### src/pif_ram.sv
// ----------------------------------------------------------------------------
// pif_ram: generic single-port-write, single-port-read RAM
// Registered read data.
// ----------------------------------------------------------------------------
`default_nettype none

module pif_ram #(
  parameter int unsigned Width = 8,
  parameter int unsigned Depth = 16
) (
  input  wire logic                     clk_i,
  input  wire logic                     we_i,
  input  wire logic [$clog2(Depth)-1:0] waddr_i,
  input  wire logic [Width-1:0]         wdata_i,
  input  wire logic [$clog2(Depth)-1:0] raddr_i,
  output logic      [Width-1:0]         rdata_o
);

  logic [Width-1:0] mem_q [Depth];

  always_ff @(posedge clk_i) begin
    if (we_i) begin
      mem_q[waddr_i] <= wdata_i;
    end
    rdata_o <= mem_q[raddr_i];
  end

endmodule

`default_nettype wire

### config.mk
export PLATFORM = sky130hd
export DESIGN_NAME = pif_ram
export DESIGN_NICKNAME = d
export VERILOG_FILES = /design/src/pif_ram.sv
export SDC_FILE = /design/constraint.sdc
export NUM_CORES = 1
export LEC_CHECK = 0
export ABC_AREA = 1
export BUFFER_PORTS_ARGS = -buffer_cell sky130_fd_sc_hd__buf_4
export CAP_MARGIN = 20
export CORE_ASPECT_RATIO = 1.25
export CORE_MARGIN = 8
export CORE_UTILIZATION = 55
export DETAILED_ROUTE_END_ITERATION = 10
export PLACE_DENSITY = 0.72
export RECOVER_POWER = 25
export SLEW_MARGIN = 20
export SYNTH_ARGS = -nofsm -noshare
export SYNTH_HDL_FRONTEND = slang
export SYNTH_SLANG_ARGS = --single-unit
### constraint.sdc
create_clock -name clk_i -period 1.3 [get_ports clk_i]
set_input_delay 0.26 -clock clk_i [delete_from_list [all_inputs] [get_ports clk_i]]
set_output_delay 0.26 -clock clk_i [all_outputs]
set_load 0.02 [all_outputs]
==> flow_summary.yaml <==
floorplanning:
  num_rows: 42
  initial_utilization_pct: 55.4
  ios: 26
  die_w_microns: 108
  design.core.area_sq_mm: 0.0104
  floorplan.die_area_sq_mm: 0.0140
  die_h_microns: 130
status:
  outcome: "finished clean"
routing:
  viasPerCell: 5.17
  dr_total_vias: 3862
  drc: 0
  firstDrtPassIters: 5
  routedWlPerCell_microns: 16.0
  drt-initial-drc-count: 351
  drt_wl_total_microns: 12000
  postRouteAntennaNets: 0
timing:
  rsz0062_at_grt: "false"
  period_minus_slack_ns: 1.17
  fmax_mhz: 857
  slew_viol_final: 0
  maxSlewHeadroom_pct: 47.3
  finalSetupViolCount: 0
  finalHoldViolCount: 0
  clock_skew_ns: 0.00735
  period_share_pct: 89.7
  worst_pin_slew_ns: 0.790
pwr:
  ir_drop_uv: 1040
  internal-power_mw: 7.60
  p_sw_share_pct: 21.9
  netSwitchingPower_mw: 2.13
  power_mw: 9.72
  p_clk_share_pct: 42.4
  p_leak_nw: 2.96
  p_seq_share_pct: 50.8
  power.density_mw_per_mm2: 1440
  p_comb_share_pct: 6.8
layout:
  final_area_sq_mm: 0.00676
  area_delta_synth_final_pct: 17.2
  final_nets: 621
  antennaDiodeCount: 0
  fin_util_pct: 64.9
  fill_cells: 765
  layout-drive-gt1-share_pct: 12.8
logic_synthesis:
  syn_area_per_cell_sq_um: 10.5
  yosys_warnings: 0
  synthTopCellsByArea: "edfxtp_1, nand2_1, nand3_1"
  ys_seq_area_share_pct: 69.4
  syn_inst: 551
  synthDominantCellAreaShare_pct: 66.7
  synth_top_area_cell: "edfxtp_1"
  synthDistinctLibCells: 12
  synth_area_sq_mm: 0.00577
  ys_ff_latch: 136
  syn_nets: 569
placement:
  place_congestion: 0.810
  dp_hpwl_microns: 7640
  port_buffers: 25
  dpl_cell_area_sq_mm: 0.00627
clock_network:
  cts_root_buffer: "clkbuf_16"
  clk_latency_ns: 0.41
  cts_setup_buffers: 0
  cts_resized: 0
  ctsHoldBuffers: 0
  clkTransAtPathRegs_ns: 0.06
  cts_tree: "done"
  clk_path_buf_depth: 2
  cts_buffers: 17
  cts-htree-levels: 4
  clock_sinks: 136
grt:
  antenna_found_initial: 0
  use_met2_pct: 30.9
  grt_max_degree: 55
  overflow: 0
  groute.usage.overall_pct: 18.3
  grt-busiest-layer: "met2"
  grt_pass1_wl_microns: 19200
  use_met1_pct: 21.8
  first_global_vias: 3829
  use_met3_pct: 4.66
hold_path:
  hold_path_depth: 3
  hp-class: "input port to register"
worst_setup_path:
  cpPeakStageDelay_ns: 0.35
  crit_required_ns: 1.04
  crit_buf_inv: 1
  start_kind: "register"
  path_depth: 1
  reg2reg_depth: 6
  worstSetupPathType: "register to output port"
  worst-r2r-setup-slack_ns: 0.34
  slowest_stage: "dfxtp_1"
  end_kind: "output port"
  cp_cell_sequence: "buf_4"
  worstPathArrival_ns: 0.91
  critPathMaxFanout: 1
  cp_top_family: "flip-flops"
flow_run:
  drv_cap: 0
## sequential cells by signal, indices dropped and copies added (netlist names)
signal	cells
mem_q	128
rdata_o	8
## power groups by stage
stage	Sequential (mW)	Clock (mW)	Combinational [mW]
finish	4.94	4.12	0.664
global route	4.95	4.34	0.738
CTS	4.94	4.17	0.677
detailed placement	5.02	0	0.673
global placement	5.02	0	0.662
floorplan	5.05	0	0.346
## cells in the mapped netlist
| master | number |
|---|---|
| nand2_1 | 173 |
| inv_1 | 100 |
| nand3_1 | 97 |
| buf_1 | 1 |
| buf_6 | 6 |
| buf_2 | 13 |
| buf_4 | 4 |
| nand3b_1 | 2 |
| dfxtp_1 | 8 |
| inv_2 | 2 |
| nor2_1 | 17 |
| edfxtp_1 | 128 |
## kinds of logic after synthesis
kind of cell	share of synthesized area, %
buffers and inverters	9.52
DFF	69.4
and+or+nand+nor	21.0
## layer usage
layer / part of all wire [%] / wire length, microns
met1: 41 / 4940
met2: 51 / 6100
met3: 6.2 / 740
met4: 1.5 / 181
met5: 0 / 0
## through the flow
stage	setup WS, ns	std cells	hold WS, ns	TNS, ns
6_report	0.134	747	0.181	0
5_1_grt	0.0980	747	0.190	0
4_1_cts	0.0924	747	0.159	0
3_5_place_dp	-0.0862	716	0.597	-1.03
3_3_place_gp	-0.0505	716	0.590	-0.672
2_1_floorplan	0.0892	551	0.359	0
## path summary, 6_finish.rpt
check                    start          to
setup / recovery    rdata_o[2]  rdata_o[2]
hold / removal      raddr_i[3]  rdata_o[0]
setup reg to reg   mem_q[7][1]  rdata_o[1]
hold reg to reg   mem_q[10][0]  rdata_o[0]
## layout make-up
class                           instances  area [sq um]  area share (%)
Clock buffer                           23           458            6.78
Clock inverter                          8          52.6           0.778
Inverter                              102           383            5.67
Multi-Input combinational cell        289          1210            18.0
Sequential cell                       136          4000            59.3
Tap cell                              132           165            2.44
Timing Repair Buffer                   57           480            7.11
## cells in the final DEF, fill, tap and decap left out
cell type   instances
nor2_1             17
clkinvlp_4          2
clkinv_4            2
buf_4              45
clkbuf_1           11
clkinv_2            4
clkbuf_8            1
edfxtp_1          128
nand3_1            97
clkbuf_16          17
buf_12              6
dfxtp_1             8
inv_2               2
nand3b_1            2
nand2_1           173
inv_1             100
(Power assumes the default switching activity.)
