<file path="src/pif_pkg.sv">
// ----------------------------------------------------------------------------
// pif_pkg: shared types and constants of the point-in-figure tester
// Request/result words, figure kinds and the back-end state encoding.
// ----------------------------------------------------------------------------
`default_nettype none

package pif_pkg;

  localparam int unsigned MaxFiguresDef = 16;
  localparam int unsigned CoordBits     = 24;
  localparam int unsigned PointNumBits  = 16;
  localparam int unsigned FigNumBits    = 5;
  localparam int unsigned CmdDepth      = 2;

  typedef enum logic [1:0] {
    KindRect = 2'd0,
    KindTri  = 2'd1,
    KindCirc = 2'd2,
    KindNone = 2'd3
  } kind_e;

  typedef enum logic {
    ReqAdd   = 1'b0,
    ReqQuery = 1'b1
  } req_e;

  typedef struct packed {
    logic                        req_type;
    logic [1:0]                  figure_kind;
    logic signed [CoordBits-1:0] ax;
    logic signed [CoordBits-1:0] ay;
    logic signed [CoordBits-1:0] bx;
    logic signed [CoordBits-1:0] by;
    logic signed [CoordBits-1:0] cx;
    logic signed [CoordBits-1:0] cy;
  } req_t;

  typedef struct packed {
    logic [PointNumBits-1:0] point_number;
    logic [FigNumBits-1:0]   figure_number;
    logic                    found;
    logic                    last;
  } res_t;

  typedef enum logic [2:0] {
    BkIdle,
    BkRead,
    BkProd,
    BkSum,
    BkTest,
    BkEmit,
    BkMiss
  } bk_state_e;

endpackage

`default_nettype wire

</file>
<file path="src/pif_front.sv">
// ----------------------------------------------------------------------------
// pif_front: request intake
// Sorts rectangle corners, writes figures into the table, queues queries.
// ----------------------------------------------------------------------------
`default_nettype none

module pif_front import pif_pkg::*; #(
  parameter int unsigned MaxFigures = MaxFiguresDef
) (
  input  wire logic                          clk_i,
  input  wire logic                          rst_ni,
  input  wire logic                          push_i,
  input  wire req_t                          req_i,
  output logic                               full_o,
  // figure table write
  output logic                               fig_we_o,
  output logic [$clog2(MaxFigures+1)-1:0]    fig_cnt_o,
  output logic [1:0]                         fig_kind_o,
  output logic [6*CoordBits-1:0]             fig_coords_o,
  // query queue toward back
  output logic                               q_valid_o,
  output logic [2*CoordBits-1:0]             q_point_o,
  output logic [$clog2(MaxFigures+1)-1:0]    q_cnt_o,
  input  wire logic                          q_take_i
);

  localparam int unsigned CntBits = $clog2(MaxFigures+1);
  localparam int unsigned PtrBits = $clog2(CmdDepth);
  localparam int unsigned EntBits = CntBits + 2*CoordBits;

  logic [CntBits-1:0] cnt_q;
  // each queued query keeps the figure count it saw when taken
  logic [EntBits-1:0] fifo_q [CmdDepth];
  logic [PtrBits-1:0] wr_q, rd_q;
  logic [PtrBits:0]   used_q;

  logic signed [CoordBits-1:0] v [6];
  logic accept, is_query, add_ok, do_push;

  always_comb begin
    v[0] = req_i.ax;
    v[1] = req_i.ay;
    v[2] = req_i.bx;
    v[3] = req_i.by;
    v[4] = req_i.cx;
    v[5] = req_i.cy;
  end

  assign full_o   = (used_q == (PtrBits+1)'(CmdDepth));
  assign accept   = push_i && !full_o;
  assign is_query = (req_i.req_type == ReqQuery);
  assign add_ok   = (cnt_q < CntBits'(MaxFigures)) && (req_i.figure_kind != KindNone);
  assign do_push  = accept && is_query;

  assign fig_we_o   = accept && !is_query && add_ok;
  assign fig_cnt_o  = cnt_q;
  assign fig_kind_o = req_i.figure_kind;

  // rectangle corners go in sorted as lo, hi
  always_comb begin
    fig_coords_o = {v[5], v[4], v[3], v[2], v[1], v[0]};
    if (req_i.figure_kind == KindRect) begin
      fig_coords_o = {v[5], v[4],
                      (v[1] < v[3]) ? v[3] : v[1],
                      (v[0] < v[2]) ? v[2] : v[0],
                      (v[1] < v[3]) ? v[1] : v[3],
                      (v[0] < v[2]) ? v[0] : v[2]};
    end
  end

  assign q_valid_o = (used_q != '0);
  assign q_point_o = fifo_q[rd_q][2*CoordBits-1:0];
  assign q_cnt_o   = fifo_q[rd_q][EntBits-1 -: CntBits];

  always_ff @(posedge clk_i) begin
    if (do_push) begin
      fifo_q[wr_q] <= {cnt_q, v[1], v[0]};
    end
  end

  always_ff @(posedge clk_i or negedge rst_ni) begin
    if (!rst_ni) begin
      cnt_q  <= '0;
      wr_q   <= '0;
      rd_q   <= '0;
      used_q <= '0;
    end else begin
      if (fig_we_o) begin
        cnt_q <= cnt_q + 1'b1;
      end
      if (do_push) begin
        wr_q <= wr_q + 1'b1;
      end
      if (q_take_i) begin
        rd_q <= rd_q + 1'b1;
      end
      used_q <= used_q + (PtrBits+1)'(do_push) - (PtrBits+1)'(q_take_i);
    end
  end

endmodule

`default_nettype wire

</file>
<file path="config.mk">
export PLATFORM = sky130hd
export DESIGN_NAME = pif_front
export DESIGN_NICKNAME = d
export VERILOG_FILES = /design/src/pif_pkg.sv /design/src/pif_front.sv
export SDC_FILE = /design/constraint.sdc
export NUM_CORES = 1
export LEC_CHECK = 0
export BUFFER_PORTS_ARGS = -buffer_cell sky130_fd_sc_hd__buf_2
export CORE_AREA = 2 2 139 141
export DETAILED_ROUTE_END_ITERATION = 8
export DIE_AREA = 0 0 141 143
export PLACE_DENSITY = 0.71
export REMOVE_ABC_BUFFERS = 1
export SETUP_SLACK_MARGIN = 0.1
export SLEW_MARGIN = 20
export SYNTH_ARGS = -nofsm -noshare
export SYNTH_HDL_FRONTEND = slang
export SYNTH_SLANG_ARGS = --single-unit
</file>
<file path="constraint.sdc">
create_clock -name clk_i -period 6.6 [get_ports clk_i]
set_input_delay 0.33 -clock clk_i [delete_from_list [all_inputs] [get_ports clk_i]]
set_output_delay 0.33 -clock clk_i [all_outputs]
set_load 0.01 [all_outputs]
</file>
==> qor.txt <==
clock buffer depth = 2
first-pass GRT wire length = 31630 um
post-synth cell types = 40
Max-cap violations = 0
Pwr Total = 0.002855 W
GRT Total Usage = 21.35%
Post-DRT Antenna Nets = 0
CTS buffer count = 17
First-pass DRT Iterations = 5
NumNets Final = 1033
maximum clock frequency = 237.0 MHz
final hold violations = 0
cell count after synthesis = 622
share of cells above drive strength 1 = 51.65%
io pins = 358
routability cong. = 0.7704
post-layout min period = 4.220 ns
area grow syn2layout = 22.60%
DRT iter0 DRCs = 250
sequential share of the synthesized area = 44.54%
Initial Util = 41.19%
Top delay family on crit path = compound AO/OA/AOI/OAI gates
via count = 5715
largest net degree at the start of global routing = 39
CP peak stage delay = 0.81 ns
worst min path class = in -> reg
Area after DPL = 0.008772 mm2
GR Overflow Total = 0
Die Height = 143 um
GR Util met3 = 14.29%
overall routed net length = 21880 um
status = finished clean
Synth Flop Type = edfxtp_1
number of antenna violations at the first check in global routing = 3
worst-margin pin slew = 0.9594 ns
Critical Path Slowest Stage Cell = a21o_2
critical path startpoint category = primary input
Period Utilization, post-route = 63.94%
WS Path Type = in -> out
Setup TNS = 0 ns
most frequent cells in the layout = 261 x buf_2, 106 x edfxtp_1, 76 x mux2_2
H-Tree Depth = 4
Crit path buffers/inverters = 4
post-synthesis register bit count = 115
die area = 0.02016 mm2
wire per inst = 20.24 um
CTS tree = yes
Sinks on Clock Net = 115
# port buffers = 261
CP arrival = 3.89 ns
PwrDens = 304.3 mW/mm2
Worst Path Required = 6.27 ns
endpoints failing setup = 0
Worst-path clk slew = 0.05 ns
Finished Cell Area = 0.009382 mm2
Slew Limit Fails = 0
most frequent CP cell = buf_2
most common cell after layout, fill and taps aside = buf_2
worst-skew pair later-pin latency = 0.40 ns
Syn. warnings = 0
worst vdd ir = 0.2079 mV
vias in the first global route = 5355
GR Util met2 = 29.88%
# rows = 50
leakage = 4.302 nW
CORE AREA = 0.01858 mm2
Post-synth EDFFs = 106
synthesized area = 0.007652 mm2
met1 Track Usage GR = 26.57%
Vias/cell = 5.287
residual DRC count = 0
Slew HR = 35.76%
Die Span X = 141 um
Max FO, Critical Path = 38
Hold WS = 0.1256 ns
Async S/R FF share, synth = 7.826%
critical-path cell list = buf_2 -> inv_1 -> ha_1 -> buf_4 -> nand4_1 -> nor4_2 -> a21oi_1 -> o21a_1 -> o21ai_2 -> a21o_2 -> mux2_4 -> buf_2
syn avg cell area = 12.30 um2
busiest layer in global routing = met2
Layout Skew = 0.009217 ns
RSZ-0062 raised after global routing = false
CP Capture Type = output pin
hpwl dp = 16530 um
root buffer cell = clkbuf_16
==> repair_timing <==
action	4_1_cts	5_1_grt
resized for setup	0	0
endpoints found under the setup margin	0	0
buffers inserted	0	0
hold endpoints to repair	9	0
hold buffers	1	0
==> cell usage after synthesis, types with 3 or more instances <==
library cell,instances,area [um2]
a21oi_1,24,120.1
xnor2_1,5,43.79
nand2b_1,3,18.77
nor2_1,16,60.06
nand3_1,23,115.1
ha_1,49,613.1
nand2_1,45,168.9
o211ai_1,12,90.09
buf_4,52,390.4
clkbuf_1,10,37.54
nand4_1,9,56.30
mux2i_1,16,160.2
dfrtp_1,9,225.2
a22oi_1,8,60.06
o21ai_0,8,40.04
a221o_1,16,160.2
mux2_4,50,750.7
inv_1,50,187.7
buf_6,5,56.30
buf_1,6,22.52
edfxtp_1,106,3183
mux2_2,76,855.8
==> power breakdown <==
group	total, W	switching (W)	internal (W)
registers	0.00101	0.0000844	0.000929
logic	0.000914	0.000476	0.000438
clock network	0.000928	0.000317	0.000611
total	0.00286	0.000878	0.00198
==> layout make-up <==
class                   instances  area (um2)
multi-input cells             380        3523
fillers                      1661        9199
well taps                     234       292.8
diodes                          1       2.502
inverters                      50       187.7
clock inverters                10       132.6
flip-flops and latches        115        3410
clock buffers                  22       464.2
repair buffers                269        1369
==> cells by family (layout without fill, tap and decap cells) <==
kind of cell / Yosys count / count (layout) / share of synthesized area [%]
xor gates and xnor gates: 7 / 7 / 0.8012
buffers and inverters: 127 / 351 / 9.729
adders and majority gates: 49 / 49 / 8.012
other: 0 / 1 / 0
muxes: 142 / 142 / 23.09
AOI/OAI and AO/OA: 78 / 78 / 7.456
and+or+nand+nor: 104 / 104 / 6.377
DFF: 115 / 115 / 44.54
==> metal layers <==
| layer | wire length, um | part of all wire (%) | up-vias |
|---|---|---|---|
| met5 | 202 | 0.92 | - |
| met4 | 241 | 1.1 | 6 |
| met3 | 3021 | 14 | 25 |
| met2 | 9028 | 41 | 331 |
| met1 | 9386 | 43 | 2679 |
| li1 | - | - | 2674 |
==> flip-flops by register name (all words and copies together) (netlist names) <==
name       count
used_q         2
wr_q           1
rd_q           1
fig_cnt_o      5
fifo_q       106
==> worst paths after layout <==
path | startpoint | to | slack [ns] | cells past startpoint
min in group asynchronous | rst_ni | used_q[0] | 0.31 | 2
hold / removal | q_take_i | rd_q | 0.13 | 2
setup reg to reg | used_q[1] | fifo_q[1][35] | 4.10 | 4
setup / recovery | req_i[95] | fig_coords_o[6] | 2.38 | 12
hold reg to reg | used_q[0] | used_q[0] | 0.53 | 1
max in group asynchronous | rst_ni | rd_q | 6.09 | 2
==> through the flow <==
stage | worst slack (ns) | instances | util (%)
floorplan | 2.494 | 545 | -
global placement | 2.442 | 1047 | 47.21
detailed placement | 2.397 | 1047 | 47.21
CTS | 2.390 | 1080 | 50.48
global route | 2.127 | 1080 | 50.48
finish | 2.380 | 1081 | 50.49
No activity file was read; power rests on OpenSTA's default activity.
